$ cat config.mk
export PLATFORM = sky130hd
export DESIGN_NAME = fan_thermostat_alert_reporter_flat
export DESIGN_NICKNAME = d
export VERILOG_FILES = /design/src/hdl/ftar_pkg.sv /design/src/hdl/ftar_in_if.sv /design/src/hdl/ftar_out_if.sv /design/src/hdl/ftar_cfg_if.sv /design/src/hdl/ftar_cfg.sv /design/src/hdl/ftar_core.sv /design/src/hdl/fan_thermostat_alert_reporter.sv /design/src/flat_wrapper.sv
export VERILOG_INCLUDE_DIRS = /design/src /design/src/hdl
export SDC_FILE = /design/constraint.sdc
export NUM_CORES = 1
export LEC_CHECK = 0
export ABC_AREA = 1
export BUFFER_PORTS_ARGS = -buffer_cell sky130_fd_sc_hd__buf_2
export CORE_ASPECT_RATIO = 1.4
export CORE_MARGIN = 2
export CORE_UTILIZATION = 40
export DETAILED_ROUTE_END_ITERATION = 10
export GPL_ROUTABILITY_DRIVEN = 0
export PLACE_DENSITY = 0.56
export SETUP_SLACK_MARGIN = 0.3
export SYNTH_ARGS = -nofsm -noshare
export SYNTH_HDL_FRONTEND = slang
export SYNTH_SLANG_ARGS = --single-unit
$ cat constraint.sdc
create_clock -name clk -period 24.3 [get_ports clk]
set_input_delay 4.86 -clock clk [delete_from_list [all_inputs] [get_ports clk]]
set_output_delay 4.86 -clock clk [all_outputs]
set_load 0.02 [all_outputs]
$ cat src/hdl/fan_thermostat_alert_reporter_defines.svh
// Assertion macros shared by the fan thermostat alert reporter RTL.
// The macros assume a clock named clk and an active-low reset named rst_n.
`ifndef FAN_THERMOSTAT_ALERT_REPORTER_DEFINES_SVH
`define FAN_THERMOSTAT_ALERT_REPORTER_DEFINES_SVH
`ifndef SYNTHESIS
`define FTAR_ASSERT(lbl, prop) \
    lbl: assert property (@(posedge clk) disable iff (!rst_n) prop) \
        else $error("ftar assertion failed");
`define FTAR_NEVER(lbl, expr) `FTAR_ASSERT(lbl, !(expr))
`else
`define FTAR_ASSERT(lbl, prop)
`define FTAR_NEVER(lbl, expr)
`endif
`endif

$ cat src/hdl/ftar_pkg.sv
// Package for the fan thermostat alert reporter: item, result and config types,
// fixed thresholds and small helper functions. No dependencies.
package ftar_pkg;

    // Item codes carried in the op field.
    typedef enum logic [1:0] {
        OP_SAMPLE = 2'd0,
        OP_POWER  = 2'd1,
        OP_SPEED  = 2'd2,
        OP_AUTO   = 2'd3
    } op_t;

    // Configuration register indexes.
    localparam int unsigned CFG_IDX_W = 3;
    localparam logic [CFG_IDX_W-1:0] CFG_FAN_HOLD_TEMP     = 3'd0;
    localparam logic [CFG_IDX_W-1:0] CFG_ALERT_TEMP        = 3'd1;
    localparam logic [CFG_IDX_W-1:0] CFG_REPORT_INTERVAL   = 3'd2;
    localparam logic [CFG_IDX_W-1:0] CFG_TEMP_REPORT_DELTA = 3'd3;
    localparam logic [CFG_IDX_W-1:0] CFG_HUM_REPORT_DELTA  = 3'd4;
    localparam int unsigned CFG_DATA_W = 12;

    // Fixed thresholds in tenths of a degree and speeds in percent.
    localparam logic signed [11:0] TEMP_FULL   = 12'sd350;
    localparam logic signed [11:0] TEMP_RAMP   = 12'sd300;
    localparam logic signed [11:0] RAMP_OFFSET = 12'sd250;
    localparam logic signed [11:0] CLASS_HOT   = 12'sd300;
    localparam logic signed [11:0] CLASS_COLD  = 12'sd200;
    localparam logic [6:0] HOLD_SPEED = 7'd50;
    localparam logic [6:0] MAX_SPEED  = 7'd100;
    localparam logic [7:0] COUNT_MAX  = 8'hFF;

    // Temperature classes.
    localparam logic [1:0] CLASS_IS_COLD   = 2'd0;
    localparam logic [1:0] CLASS_IS_NORMAL = 2'd1;
    localparam logic [1:0] CLASS_IS_HOT    = 2'd2;

    typedef struct packed {
        logic signed [11:0] fan_hold_temp;
        logic signed [11:0] alert_temp;
        logic [7:0]         report_interval;
        logic [10:0]        temp_report_delta;
        logic [9:0]         hum_report_delta;
    } cfg_t;

    typedef struct packed {
        op_t                op;
        logic               read_ok;
        logic signed [11:0] temperature;
        logic [9:0]         humidity;
        logic [6:0]         command_value;
    } item_t;

    typedef struct packed {
        logic [6:0]         fan_speed;
        logic [7:0]         fan_duty;
        logic               manual_mode;
        logic               speed_changed;
        logic               alert_on;
        logic               alert_raised;
        logic               alert_cleared;
        logic               report;
        logic signed [11:0] report_temperature;
        logic [9:0]         report_humidity;
        logic [1:0]         temp_class;
    } result_t;

    // Duty = speed * 255 / 100, truncated. The divide by 100 is a multiply by
    // 5243 and a shift by 19, exact for dividends below 43699.
    function automatic logic [7:0] duty_of(input logic [6:0] speed);
        logic [14:0] scaled;
        logic [27:0] prod;
        begin
            scaled = {speed, 8'b0} - {8'b0, speed};
            prod   = 28'(scaled) * 28'd5243;
            duty_of = prod[26:19];
        end
    endfunction

    // Hot, normal or cold class of a reported temperature.
    function automatic logic [1:0] class_of(input logic signed [11:0] temp);
        begin
            if (temp >= CLASS_HOT) begin
                class_of = CLASS_IS_HOT;
            end else if (temp >= CLASS_COLD) begin
                class_of = CLASS_IS_NORMAL;
            end else begin
                class_of = CLASS_IS_COLD;
            end
        end
    endfunction

endpackage

$ cat src/hdl/ftar_in_if.sv
// Input channel of the fan thermostat alert reporter: one sample or command per beat.
// Standalone interface, no dependencies.
interface ftar_in_if;
    logic               valid;
    logic               ready;
    logic [1:0]         op;
    logic               read_ok;
    logic signed [11:0] temperature;
    logic [9:0]         humidity;
    logic [6:0]         command_value;

    modport source (output valid, op, read_ok, temperature, humidity, command_value,
                    input ready);
    modport sink   (input valid, op, read_ok, temperature, humidity, command_value,
                    output ready);
endinterface

$ cat src/hdl/ftar_out_if.sv
// Result channel of the fan thermostat alert reporter: one result per beat.
// Standalone interface, no dependencies.
interface ftar_out_if;
    logic               valid;
    logic               ready;
    logic [6:0]         fan_speed;
    logic [7:0]         fan_duty;
    logic               manual_mode;
    logic               speed_changed;
    logic               alert_on;
    logic               alert_raised;
    logic               alert_cleared;
    logic               report;
    logic signed [11:0] report_temperature;
    logic [9:0]         report_humidity;
    logic [1:0]         temp_class;

    modport source (output valid, fan_speed, fan_duty, manual_mode, speed_changed,
                    alert_on, alert_raised, alert_cleared, report,
                    report_temperature, report_humidity, temp_class,
                    input ready);
    modport sink   (input valid, fan_speed, fan_duty, manual_mode, speed_changed,
                    alert_on, alert_raised, alert_cleared, report,
                    report_temperature, report_humidity, temp_class,
                    output ready);
endinterface

$ cat src/hdl/ftar_cfg_if.sv
// Configuration write channel of the fan thermostat alert reporter.
// Standalone interface; widths match the register index and data in ftar_pkg.
interface ftar_cfg_if;
    logic        valid;
    logic        ready;
    logic [2:0]  index;
    logic [11:0] data;

    modport source (output valid, index, data, input ready);
    modport sink   (input valid, index, data, output ready);
endinterface

$ cat src/hdl/ftar_cfg.sv
// Configuration register file of the fan thermostat alert reporter.
// Depends on ftar_pkg for register indexes and the cfg_t struct.
module ftar_cfg (
    input  logic                               clk,
    input  logic                               rst_n,
    input  logic                               wr_en,
    input  logic [ftar_pkg::CFG_IDX_W-1:0]     wr_index,
    input  logic [ftar_pkg::CFG_DATA_W-1:0]    wr_data,
    output ftar_pkg::cfg_t                     cfg_out
);

    ftar_pkg::cfg_t cfg_reg;

    // Write decode; indexes beyond the list are dropped.
    always_ff @(posedge clk or negedge rst_n)
    begin
        if (!rst_n)
        begin
            cfg_reg.fan_hold_temp     <= 12'sd270;
            cfg_reg.alert_temp        <= 12'sd300;
            cfg_reg.report_interval   <= 8'd30;
            cfg_reg.temp_report_delta <= 11'd5;
            cfg_reg.hum_report_delta  <= 10'd20;
        end
        else if (wr_en)
        begin
            unique case (wr_index)
                ftar_pkg::CFG_FAN_HOLD_TEMP:     cfg_reg.fan_hold_temp     <= wr_data;
                ftar_pkg::CFG_ALERT_TEMP:        cfg_reg.alert_temp        <= wr_data;
                ftar_pkg::CFG_REPORT_INTERVAL:   cfg_reg.report_interval   <= wr_data[7:0];
                ftar_pkg::CFG_TEMP_REPORT_DELTA: cfg_reg.temp_report_delta <= wr_data[10:0];
                ftar_pkg::CFG_HUM_REPORT_DELTA:  cfg_reg.hum_report_delta  <= wr_data[9:0];
                default: ;
            endcase
        end
    end

    assign cfg_out = cfg_reg;

endmodule

$ cat src/hdl/ftar_core.sv
// Thermostat state and combinational step logic of the fan thermostat alert reporter.
// Depends on ftar_pkg and the assertion macros in the defines header.
`include "fan_thermostat_alert_reporter_defines.svh"

module ftar_core (
    input  logic             clk,
    input  logic             rst_n,
    input  logic             fire,
    input  ftar_pkg::item_t  item,
    input  ftar_pkg::cfg_t   cfg,
    output ftar_pkg::result_t result
);

    logic signed [11:0] cur_temp_reg, cur_temp_next;
    logic [9:0]         cur_hum_reg, cur_hum_next;
    logic signed [11:0] last_temp_reg, last_temp_next;
    logic [9:0]         last_hum_reg, last_hum_next;
    logic [7:0]         count_reg, count_next;
    logic [6:0]         speed_reg, speed_next;
    logic               override_reg, override_next;
    logic               alert_reg, alert_next;

    logic signed [11:0] temp_now;
    logic [9:0]         hum_now;
    logic signed [11:0] ramp_speed;
    logic [6:0]         target;
    logic [7:0]         count_inc;
    logic signed [12:0] temp_diff;
    logic [11:0]        temp_abs;
    logic signed [10:0] hum_diff;
    logic [9:0]         hum_abs;
    logic               alert_now;
    logic               report_now;
    logic               changed;

    // Readings a sample works on: the new ones when valid, else the held ones.
    always_comb
    begin
        temp_now = item.read_ok ? item.temperature : cur_temp_reg;
        hum_now  = item.read_ok ? item.humidity : cur_hum_reg;
    end

    // Auto speed target from the temperature the sample works on.
    always_comb
    begin
        ramp_speed = temp_now - ftar_pkg::RAMP_OFFSET;
        if (temp_now >= ftar_pkg::TEMP_FULL)
        begin
            target = ftar_pkg::MAX_SPEED;
        end
        else if (temp_now >= ftar_pkg::TEMP_RAMP)
        begin
            target = ramp_speed[6:0];
        end
        else if (temp_now > cfg.fan_hold_temp && speed_reg != 7'd0)
        begin
            target = ftar_pkg::HOLD_SPEED;
        end
        else
        begin
            target = 7'd0;
        end
    end

    // Report decision: interval reached or a reading moved by its delta.
    always_comb
    begin
        count_inc  = (count_reg == ftar_pkg::COUNT_MAX) ? count_reg : count_reg + 8'd1;
        temp_diff  = {temp_now[11], temp_now} - {last_temp_reg[11], last_temp_reg};
        temp_abs   = temp_diff[12] ? 12'(-temp_diff) : temp_diff[11:0];
        hum_diff   = $signed({1'b0, hum_now}) - $signed({1'b0, last_hum_reg});
        hum_abs    = hum_diff[10] ? 10'(-hum_diff) : hum_diff[9:0];
        alert_now  = temp_now > cfg.alert_temp;
        report_now = (count_inc >= cfg.report_interval)
                  || (temp_abs >= {1'b0, cfg.temp_report_delta})
                  || (hum_abs >= cfg.hum_report_delta);
    end

    // Next state per item code.
    always_comb
    begin
        cur_temp_next  = cur_temp_reg;
        cur_hum_next   = cur_hum_reg;
        last_temp_next = last_temp_reg;
        last_hum_next  = last_hum_reg;
        count_next     = count_reg;
        speed_next     = speed_reg;
        override_next  = override_reg;
        alert_next     = alert_reg;
        changed        = 1'b0;
        unique case (item.op)
            ftar_pkg::OP_SAMPLE:
            begin
                cur_temp_next = temp_now;
                cur_hum_next  = hum_now;
                if (!override_reg)
                begin
                    speed_next = target;
                    changed    = target != speed_reg;
                end
                alert_next = alert_now;
                if (report_now)
                begin
                    last_temp_next = temp_now;
                    last_hum_next  = hum_now;
                    count_next     = 8'd0;
                end
                else
                begin
                    count_next = count_inc;
                end
            end
            ftar_pkg::OP_POWER:
            begin
                override_next = 1'b1;
                if (item.command_value == 7'd0)
                begin
                    speed_next = 7'd0;
                end
                else if (speed_reg == 7'd0)
                begin
                    speed_next = ftar_pkg::HOLD_SPEED;
                end
            end
            ftar_pkg::OP_SPEED:
            begin
                override_next = 1'b1;
                speed_next    = (item.command_value > ftar_pkg::MAX_SPEED) ?
                                ftar_pkg::MAX_SPEED : item.command_value;
            end
            ftar_pkg::OP_AUTO:
            begin
                override_next = item.command_value == 7'd0;
            end
            default: ;
        endcase
    end

    // State update on each item taken from the input stage.
    always_ff @(posedge clk or negedge rst_n)
    begin
        if (!rst_n)
        begin
            cur_temp_reg  <= '0;
            cur_hum_reg   <= '0;
            last_temp_reg <= '0;
            last_hum_reg  <= '0;
            count_reg     <= '0;
            speed_reg     <= '0;
            override_reg  <= 1'b0;
            alert_reg     <= 1'b0;
        end
        else if (fire)
        begin
            cur_temp_reg  <= cur_temp_next;
            cur_hum_reg   <= cur_hum_next;
            last_temp_reg <= last_temp_next;
            last_hum_reg  <= last_hum_next;
            count_reg     <= count_next;
            speed_reg     <= speed_next;
            override_reg  <= override_next;
            alert_reg     <= alert_next;
        end
    end

    // Result of this item, built from the updated state.
    always_comb
    begin
        result.fan_speed          = speed_next;
        result.fan_duty           = ftar_pkg::duty_of(speed_next);
        result.manual_mode        = override_next;
        result.speed_changed      = changed;
        result.alert_on           = alert_next;
        result.alert_raised       = alert_next && !alert_reg;
        result.alert_cleared      = !alert_next && alert_reg;
        result.report             = (item.op == ftar_pkg::OP_SAMPLE) && report_now;
        result.report_temperature = last_temp_next;
        result.report_humidity    = last_hum_next;
        result.temp_class         = ftar_pkg::class_of(last_temp_next);
    end

    // The speed never leaves the percent range.
    `FTAR_NEVER(a_speed_range, speed_reg > ftar_pkg::MAX_SPEED)
    // A report restarts the sample count.
    `FTAR_ASSERT(a_report_clears_count, fire && result.report |=> count_reg == 8'd0)
    // Commands leave the alert level and the reported readings alone.
    `FTAR_ASSERT(a_cmd_keeps_alert,
        fire && item.op != ftar_pkg::OP_SAMPLE |=> $stable(alert_reg) && $stable(last_temp_reg))

endmodule

$ cat src/hdl/fan_thermostat_alert_reporter.sv
// Top level of the fan thermostat alert reporter: input stage, step logic, result register.
// Depends on ftar_pkg, the channel interfaces, ftar_cfg, ftar_core and the defines header.
//
// Usage:
//   sample_in  - one sensor sample or fan command per beat (valid/ready).
//   result_out - exactly one result beat per accepted item, in order.
//   cfg        - writes by index; always ready; user writes only while idle (not enforced).
// An accepted item lands in the input register and then steps into the result register,
// from which its result beat is offered; a stall on result_out can hold it in between.
// Throughput: one item per cycle while result_out is ready; the thermostat state is
// read and rewritten by the step logic as each item steps, so the next item sees the
// updated state directly.
// Reset: rst_n clears both pipeline stages and the thermostat state (auto mode,
// speed 0, readings 0, no alert) and loads the register defaults.
// Stall: while result_out is not ready the result register holds its beat;
// one more item can still be taken into the input register, after which
// sample_in.ready drops until the result is taken.
`include "fan_thermostat_alert_reporter_defines.svh"

module fan_thermostat_alert_reporter (
    input  logic          clk,
    input  logic          rst_n,
    ftar_in_if.sink       sample_in,
    ftar_out_if.source    result_out,
    ftar_cfg_if.sink      cfg
);

    logic              in_valid_reg;
    ftar_pkg::item_t   in_item_reg;
    logic              out_valid_reg;
    ftar_pkg::result_t out_result_reg;
    ftar_pkg::cfg_t    cfg_cur;
    ftar_pkg::result_t step_result;
    logic              advance;
    logic              fire;

    // Handshake: the step runs when the result register is free or drains.
    assign advance         = !out_valid_reg || result_out.ready;
    assign fire            = in_valid_reg && advance;
    assign sample_in.ready = !in_valid_reg || advance;
    assign cfg.ready       = 1'b1;

    // Input stage.
    always_ff @(posedge clk or negedge rst_n)
    begin
        if (!rst_n)
        begin
            in_valid_reg <= 1'b0;
        end
        else if (sample_in.ready)
        begin
            in_valid_reg <= sample_in.valid;
        end
    end

    always_ff @(posedge clk)
    begin
        if (sample_in.valid && sample_in.ready)
        begin
            in_item_reg.op            <= ftar_pkg::op_t'(sample_in.op);
            in_item_reg.read_ok       <= sample_in.read_ok;
            in_item_reg.temperature   <= sample_in.temperature;
            in_item_reg.humidity      <= sample_in.humidity;
            in_item_reg.command_value <= sample_in.command_value;
        end
    end

    // Configuration registers.
    ftar_cfg u_cfg (
        .clk      (clk),
        .rst_n    (rst_n),
        .wr_en    (cfg.valid && cfg.ready),
        .wr_index (cfg.index),
        .wr_data  (cfg.data),
        .cfg_out  (cfg_cur)
    );

    // Thermostat state and step logic.
    ftar_core u_core (
        .clk    (clk),
        .rst_n  (rst_n),
        .fire   (fire),
        .item   (in_item_reg),
        .cfg    (cfg_cur),
        .result (step_result)
    );

    // Result register.
    always_ff @(posedge clk or negedge rst_n)
    begin
        if (!rst_n)
        begin
            out_valid_reg <= 1'b0;
        end
        else if (advance)
        begin
            out_valid_reg <= in_valid_reg;
        end
    end

    always_ff @(posedge clk)
    begin
        if (fire)
        begin
            out_result_reg <= step_result;
        end
    end

    assign result_out.valid              = out_valid_reg;
    assign result_out.fan_speed          = out_result_reg.fan_speed;
    assign result_out.fan_duty           = out_result_reg.fan_duty;
    assign result_out.manual_mode        = out_result_reg.manual_mode;
    assign result_out.speed_changed      = out_result_reg.speed_changed;
    assign result_out.alert_on           = out_result_reg.alert_on;
    assign result_out.alert_raised       = out_result_reg.alert_raised;
    assign result_out.alert_cleared      = out_result_reg.alert_cleared;
    assign result_out.report             = out_result_reg.report;
    assign result_out.report_temperature = out_result_reg.report_temperature;
    assign result_out.report_humidity    = out_result_reg.report_humidity;
    assign result_out.temp_class         = out_result_reg.temp_class;

    // A waiting item is never dropped while the result side is stalled.
    `FTAR_ASSERT(a_in_holds, in_valid_reg && !advance |=> in_valid_reg)
    // Every stepped item lands in the result register.
    `FTAR_ASSERT(a_fire_to_out, fire |=> out_valid_reg)
    // An empty input stage leaves nothing to step, so no result follows a drain.
    `FTAR_ASSERT(a_no_phantom, !in_valid_reg && advance |=> !out_valid_reg)

endmodule
$ cat src/flat_wrapper.sv
// flat-port wrapper written by rule: the top's interface ports become plain ports
module fan_thermostat_alert_reporter_flat 
  (clk, rst_n, sample_in_valid, sample_in_op, sample_in_read_ok, sample_in_temperature, sample_in_humidity, sample_in_command_value, sample_in_ready, result_out_valid, result_out_fan_speed, result_out_fan_duty, result_out_manual_mode, result_out_speed_changed, result_out_alert_on, result_out_alert_raised, result_out_alert_cleared, result_out_report, result_out_report_temperature, result_out_report_humidity, result_out_temp_class, result_out_ready, cfg_valid, cfg_index, cfg_data, cfg_ready);
  ftar_in_if sample_in_i ();
  ftar_out_if result_out_i ();
  ftar_cfg_if cfg_i ();
  input  logic clk;
  input  logic rst_n;
  input wire logic [$bits(sample_in_i.valid)-1:0] sample_in_valid;
  input wire logic [$bits(sample_in_i.op)-1:0] sample_in_op;
  input wire logic [$bits(sample_in_i.read_ok)-1:0] sample_in_read_ok;
  input wire logic [$bits(sample_in_i.temperature)-1:0] sample_in_temperature;
  input wire logic [$bits(sample_in_i.humidity)-1:0] sample_in_humidity;
  input wire logic [$bits(sample_in_i.command_value)-1:0] sample_in_command_value;
  output wire logic [$bits(sample_in_i.ready)-1:0] sample_in_ready;
  output wire logic [$bits(result_out_i.valid)-1:0] result_out_valid;
  output wire logic [$bits(result_out_i.fan_speed)-1:0] result_out_fan_speed;
  output wire logic [$bits(result_out_i.fan_duty)-1:0] result_out_fan_duty;
  output wire logic [$bits(result_out_i.manual_mode)-1:0] result_out_manual_mode;
  output wire logic [$bits(result_out_i.speed_changed)-1:0] result_out_speed_changed;
  output wire logic [$bits(result_out_i.alert_on)-1:0] result_out_alert_on;
  output wire logic [$bits(result_out_i.alert_raised)-1:0] result_out_alert_raised;
  output wire logic [$bits(result_out_i.alert_cleared)-1:0] result_out_alert_cleared;
  output wire logic [$bits(result_out_i.report)-1:0] result_out_report;
  output wire logic [$bits(result_out_i.report_temperature)-1:0] result_out_report_temperature;
  output wire logic [$bits(result_out_i.report_humidity)-1:0] result_out_report_humidity;
  output wire logic [$bits(result_out_i.temp_class)-1:0] result_out_temp_class;
  input wire logic [$bits(result_out_i.ready)-1:0] result_out_ready;
  input wire logic [$bits(cfg_i.valid)-1:0] cfg_valid;
  input wire logic [$bits(cfg_i.index)-1:0] cfg_index;
  input wire logic [$bits(cfg_i.data)-1:0] cfg_data;
  output wire logic [$bits(cfg_i.ready)-1:0] cfg_ready;
  assign sample_in_i.valid = sample_in_valid;
  assign sample_in_i.op = sample_in_op;
  assign sample_in_i.read_ok = sample_in_read_ok;
  assign sample_in_i.temperature = sample_in_temperature;
  assign sample_in_i.humidity = sample_in_humidity;
  assign sample_in_i.command_value = sample_in_command_value;
  assign sample_in_ready = sample_in_i.ready;
  assign result_out_valid = result_out_i.valid;
  assign result_out_fan_speed = result_out_i.fan_speed;
  assign result_out_fan_duty = result_out_i.fan_duty;
  assign result_out_manual_mode = result_out_i.manual_mode;
  assign result_out_speed_changed = result_out_i.speed_changed;
  assign result_out_alert_on = result_out_i.alert_on;
  assign result_out_alert_raised = result_out_i.alert_raised;
  assign result_out_alert_cleared = result_out_i.alert_cleared;
  assign result_out_report = result_out_i.report;
  assign result_out_report_temperature = result_out_i.report_temperature;
  assign result_out_report_humidity = result_out_i.report_humidity;
  assign result_out_temp_class = result_out_i.temp_class;
  assign result_out_i.ready = result_out_ready;
  assign cfg_i.valid = cfg_valid;
  assign cfg_i.index = cfg_index;
  assign cfg_i.data = cfg_data;
  assign cfg_ready = cfg_i.ready;
  fan_thermostat_alert_reporter u_core (.clk(clk), .rst_n(rst_n), .sample_in(sample_in_i), .result_out(result_out_i), .cfg(cfg_i));
endmodule
==> results of run 1 <==
==> how the worst max path moves through the flow <==
stage / cells after the start / start / slack [ps] / endpoint
6_report: 4 / result_out_ready / 14150 / sample_in_ready
5_1_grt: 4 / result_out_ready / 14100 / sample_in_ready
4_1_cts: 4 / result_out_ready / 14150 / sample_in_ready
3_5_place_dp: 4 / result_out_ready / 14150 / sample_in_ready
3_3_place_gp: 4 / result_out_ready / 14140 / sample_in_ready
2_1_floorplan: 2 / result_out_ready / 14330 / sample_in_ready
==> through the flow <==
stage	worst slack (ps)	cells	hold slack, ps	instance area, um2	util (%)
global route	14100	2318	507.6	16590	45.12
CTS	14150	2318	491.5	16590	45.12
detailed placement	14150	2286	473.7	15970	43.43
global placement	14140	2286	463.3	15970	43.43
floorplan	14330	1743	447.8	14980	-
finish	14150	2318	487.9	16590	45.12
==> critical path, cell delays in order <==
cell,delay [ps]
buf_2,90
inv_1,60
nand3_1,100
buf_2,180
==> cells by family after synthesis <==
| kind of cell | after synthesis | share of synthesized area [%] |
|---|---|---|
| and+or+nand+nor | 562 | 15.99 |
| buffers and inverters | 402 | 10.44 |
| AOI/OAI and AO/OA | 275 | 10.57 |
| adders and majority gates | 253 | 24.59 |
| DFF | 193 | 34.94 |
| xor gates and xnor gates | 56 | 3.374 |
| other | 1 | 0.02503 |
| muxes | 1 | 0.06681 |
==> layout by cell type (no fill, tap or decap), types with 7 or more instances in the layout <==
cell type / synthesis / layout
dfstp_2: 16 / 16
clkbuf_16: 0 / 17
inv_2: 7 / 8
nor3_1: 10 / 10
dfrtp_1: 100 / 100
a21oi_1: 54 / 54
o21ai_0: 149 / 149
nand3_1: 49 / 49
inv_1: 361 / 361
edfxtp_1: 77 / 77
nand4_1: 7 / 7
o22ai_1: 7 / 7
buf_2: 2 / 97
o21ai_2: 24 / 24
xnor2_1: 16 / 16
nand2_2: 24 / 24
ha_1: 184 / 184
buf_4: 5 / 12
xor2_1: 38 / 38
nor2_1: 58 / 57
fa_1: 69 / 69
nand2_1: 384 / 384
==> per-layer routing <==
metal | part of all wire, % | vias to the layer above | wire length [um]
met5 | 0 | - | 0
met4 | 3.1 | 0 | 1107
met3 | 2.6 | 57 | 939
met2 | 57 | 152 | 20330
met1 | 38 | 5362 | 13470
li1 | - | 5731 | -
==> final cells by class <==
cell class                 instances  area, um2  share of cell area [%]
timing repair buffer             109      575.6                   3.470
clock inverter                    15      197.7                   1.192
clock buffer                      17      425.4                   2.564
multi-input combinational       1148       8185                   49.34
sequential                       193       5235                   31.56
inverter                         369       1385                   8.350
tap                              467      584.3                   3.522
==> impl_metrics.toml, run 1 <==
[route]
num_vias = 11302
drtPass1Iterations = 4
via_per_inst = 4.876
wl_per_cell_um = 15.46
ant_nets = 0
route.detailed.drc = 0
drt_iter0_markers = 542
wl_mm = 35.85

[global_route]
met1_usage_pct = 19.70
top_usage_layer = "met2"
met3_usage_pct = 3.062
first_global_vias = 11628
track_usage_pct = 19.36
use_met2_pct = 39.08
antenna_found_initial = 0
gr-total-overflow = 0
grt_max_degree = 74
grt_pass1_wl_mm = 58.60

[yosys]
yosysTopAreaCell = "dfrtp_1"
ys_warn_count = 0
synth_edf_count = 77
synthMostInstantiatedCell = "nand2_1"
syn_area_um2 = 14980
mappedNetlistNets = 2048
synth_seq_cells = 193
yosysUniqueCellTypes = 59
synth_top_area_share_pct = 16.70
synthTopCellsByCount = "nand2_1, inv_1, ha_1"
syn_inst = 1743
syn_area_per_cell_um2 = 8.595
ys_async_sr_fraction_pct = 60.10
yosysSeqAreaShare_pct = 34.94
ys_top_cells_by_area = "dfrtp_1, edfxtp_1, ha_1"
ys.flop_type = "dfrtp_1"

[critical_path]
critPathRequiredTime_ps = 19440
start_kind = "primary input"
ff2ff_path_depth = 41
arrival_ps = 5290
critPathKind = "in2out"
cp_max_fo = 3
rr_endpoint = "u_core.result_out.fan_duty[5]"
r2r_start = "u_core.in_item_reg[29]"
cp-end-kind = "primary output"
rrSetupSlack_ps = 15490

[final_layout]
nNetsFinal = 2143
num-fill-cells = 3685
drive_gt1_share_pct = 12.75
largest_reg_flops = 53
diodes = 0
area_delta_synth_final_pct = 10.72

[timing]
finalSetupViolCount = 0
period_share_pct = 41.77
max_slew_margin_pct = 29.70
finClkSkew_ps = 8.236
worstMarginPinSlew_ps = 1043
rsz0062_at_grt = "false"
finalHoldViolCount = 0
period_needed_ps = 10150
fmax_ghz = 0.09852
final_max_slew_viol_count = 0
fin_setup_tns_ps = 0

[floorplan]
start_util_pct = 40.75
die_w_um = 167.6
fp.coreArea_um2 = 36760
fp.dieH_um = 233.0
rows = 83
dieArea_um2 = 39040
io_pins = 100

[cts]
cts.sinks = 193
tritoncts = "done"
hold_buffers = 0
cts_resized = 0
max-clock-path-buffers = 2
cts_root_buf = "clkbuf_16"
htree_levels = 4
worstSkewPairLatency_ps = 460
post_cts_buffers = 0
path_clk_slew_ps = 70
numCtsBuffers = 17

[min_path]
hold_path.class = "reg2reg"
hp-start = "u_core.u_cfg.cfg_out[28]"
worst_hold_path.endpoint = "u_core.u_cfg.cfg_out[28]"
hold-path-cell-count = 2

[job]
drv_cap = 0

[run_status]
status = "finished, final reports clean"

[placement]
port_buffers = 98
dpl.hpwl_mm = 28.93
Power of run 1 is left out: the tool's default activity adds up to more than one toggle a clock period on the data nets, which glitch-free logic cannot reach.
==> run 2, diff against run 1 <==
--- a/config.mk
+++ b/config.mk
@@ -6,14 +6,14 @@
 export SDC_FILE = /design/constraint.sdc
 export NUM_CORES = 1
 export LEC_CHECK = 0
-export ABC_AREA = 1
+export ABC_AREA = 0
 export BUFFER_PORTS_ARGS = -buffer_cell sky130_fd_sc_hd__buf_2
 export CORE_ASPECT_RATIO = 1.4
 export CORE_MARGIN = 2
 export CORE_UTILIZATION = 40
 export DETAILED_ROUTE_END_ITERATION = 10
 export GPL_ROUTABILITY_DRIVEN = 0
-export PLACE_DENSITY = 0.56
+export PLACE_DENSITY = 0.58
 export SETUP_SLACK_MARGIN = 0.3
 export SYNTH_ARGS = -nofsm -noshare
 export SYNTH_HDL_FRONTEND = slang
==> constraint.sdc (replaced) <==
create_clock -name clk -period 9.25 [get_ports clk]
set_input_delay 1.85 -clock clk [delete_from_list [all_inputs] [get_ports clk]]
set_output_delay 1.85 -clock clk [all_outputs]
set_load 0.02 [all_outputs]
==> run 2 against run 1 <==
Clock skew is 5.8 ps higher. Setup slack worse by 13000 ps. Highest routed layer unchanged. Utilization rose by 1.3 points. Die area fell by 1.9%. Synthesized area is 2.0% lower.
==> impl_metrics.toml, run 2 <==
[yosys]
yosysSeqAreaShare_pct = 35.64
mappedNetlistNets = 1752
synthMostInstantiatedCell = "inv_1"
ys_top_cells_by_area = "dfrtp_1, edfxtp_1, ha_1"
syn_area_um2 = 14690
syn_inst = 1447
ys_warn_count = 0
syn_area_per_cell_um2 = 10.15
yosysUniqueCellTypes = 83
ys.flop_type = "dfrtp_1"
yosysTopAreaCell = "dfrtp_1"
synthTopCellsByCount = "inv_1, ha_1, nand2_1"
synth_top_area_share_pct = 17.04
synth_seq_cells = 193
ys_async_sr_fraction_pct = 60.10
synth_edf_count = 77

[critical_path]
cp_max_fo = 9
crit_family = "adder cells"
start_kind = "flip-flop"
r2r_start = "u_core.in_item_reg[29]"
rrSetupSlack_ps = 650
path_buf_inv = 7
arrival_ps = 8810
critPathRequiredTime_ps = 9460
cpMaxStageDelayCell = "fa_1"
cp-end-kind = "flip-flop"
ff2ff_path_depth = 35
critPathKind = "reg2reg"
critPathMaxStageDelay_ps = 550
rr_endpoint = "u_core.result_out.fan_duty[7]"

[cts]
hold_buffers = 0
numCtsBuffers = 17
tritoncts = "done"
cts.sinks = 193
max-clock-path-buffers = 2
worstSkewPairLatency_ps = 460
cts_root_buf = "clkbuf_16"
path_clk_slew_ps = 70
htree_levels = 4

[floorplan]
dieArea_um2 = 38290
start_util_pct = 40.30
io_pins = 100
fp.coreArea_um2 = 36450
fp.dieH_um = 230.7
die_w_um = 166.0
rows = 83

[job]
drv_cap = 0

[global_route]
top_usage_layer = "met2"
track_usage_pct = 19.28
met3_usage_pct = 2.692
met1_usage_pct = 22.76
grt_max_degree = 79
use_met2_pct = 35.62
gr-total-overflow = 0
antenna_found_initial = 0
grt_pass1_wl_mm = 57.75
first_global_vias = 10882

[timing]
max_slew_margin_pct = 31.27
fin_setup_tns_ps = 0
rsz0062_at_grt = "false"
worstMarginPinSlew_ps = 1031
period_share_pct = 92.97
period_needed_ps = 8600
finClkSkew_ps = 14.00
fmax_ghz = 0.1163
finalHoldViolCount = 0
finalSetupViolCount = 0
final_max_slew_viol_count = 0

[route]
drt_iter0_markers = 509
ant_nets = 0
route.detailed.drc = 0
drtPass1Iterations = 5
wl_mm = 36.34
num_vias = 10693
wl_per_cell_um = 17.49
via_per_inst = 5.146

[final_layout]
largest_reg_flops = 53
nNetsFinal = 1903
area_delta_synth_final_pct = 15.31
instances_no_fill = 2078
final_cell_mix = "inv_1, ha_1, nand2_1"
utilization_pct = 46.47
drive_gt1_share_pct = 21.29
layout_commonest_cell = "inv_1"
diodes = 0

[run_status]
status = "finished, final reports clean"

[min_path]
hp-start = "u_core.u_core.cur_hum_reg[0]"
hold_path.class = "reg2reg"
worst_hold_path.endpoint = "u_core.u_core.cur_hum_reg[0]"
hold-path-cell-count = 2

[placement]
dp.cells = 2022
port_buffers = 98
dpl.hpwl_mm = 28.39
==> run 2: timing repair <==
item,CTS,global route
resized for setup,3,53
setup endpoints to repair,2,7
pin swaps,0,10
setup buffers,0,23
gates cloned,0,1
==> run 2: layer usage <==
metal / routed length, um / vias up
met5: 0 / -
met4: 1009 / 0
met3: 859 / 57
met2: 19360 / 165
met1: 15110 / 5231
li1: - / 5240
==> run 2: final cells by class <==
| class | count | area (um2) |
|---|---|---|
| clock inverter | 13 | 115.1 |
| fill | 3414 | 19510 |
| sequential | 193 | 5235 |
| timing repair buffer | 160 | 1001 |
| inverter | 243 | 920.9 |
| multi-input combinational | 983 | 8648 |
| tap | 467 | 584.3 |
| clock buffer | 19 | 434.2 |
==> run 2: worst reg2reg max path: cells and delay by family (launching register included) <==
family                     cells  cell delay [ps]
buffers and inverters          7              680
DFF                            1              470
muxes                          1              350
adders and majority gates      8             3150
xor gates and xnor gates       2              200
and+or+nand+nor                3              640
AOI/OAI and AO/OA             14             2860
==> run 2: cells by family (layout without fill, tap and decap cells) <==
family | after synthesis | count (layout) | synth area share [%]
AOI/OAI and AO/OA | 279 | 279 | 12.20
xor gates and xnor gates | 63 | 63 | 3.808
adders and majority gates | 253 | 253 | 25.08
buffers and inverters | 271 | 435 | 7.300
DFF | 193 | 193 | 35.64
muxes | 72 | 72 | 5.554
other | 1 | 1 | 0.02553
and+or+nand+nor | 315 | 315 | 10.40
==> run 2: worst max-delay path by stage <==
stage                            from                       endpoint  slack [ps]  cells past startpoint
5_1_grt        u_core.in_item_reg[29]  u_core.result_out.fan_duty[7]         220                     37
3_3_place_gp   u_core.in_item_reg[29]  u_core.result_out.fan_duty[7]         300                     34
6_report       u_core.in_item_reg[29]  u_core.result_out.fan_duty[7]         650                     35
2_1_floorplan  u_core.in_item_reg[29]  u_core.result_out.fan_duty[7]         360                     37
3_5_place_dp   u_core.in_item_reg[29]  u_core.result_out.fan_duty[7]          20                     35
4_1_cts        u_core.in_item_reg[29]  u_core.result_out.fan_duty[7]         310                     37
==> run 2: stage by stage <==
step                hold WS (ps)  setup slack (ps)  cell area [um2]
floorplan                  442.2             360.6            14690
global placement           456.4             295.1            15910
detailed placement         468.2             15.58            15910
CTS                        484.9             313.6            16470
global route               510.1             223.2            16940
finish                     488.8             650.1            16940
Power of run 2 is left out for the same reason.
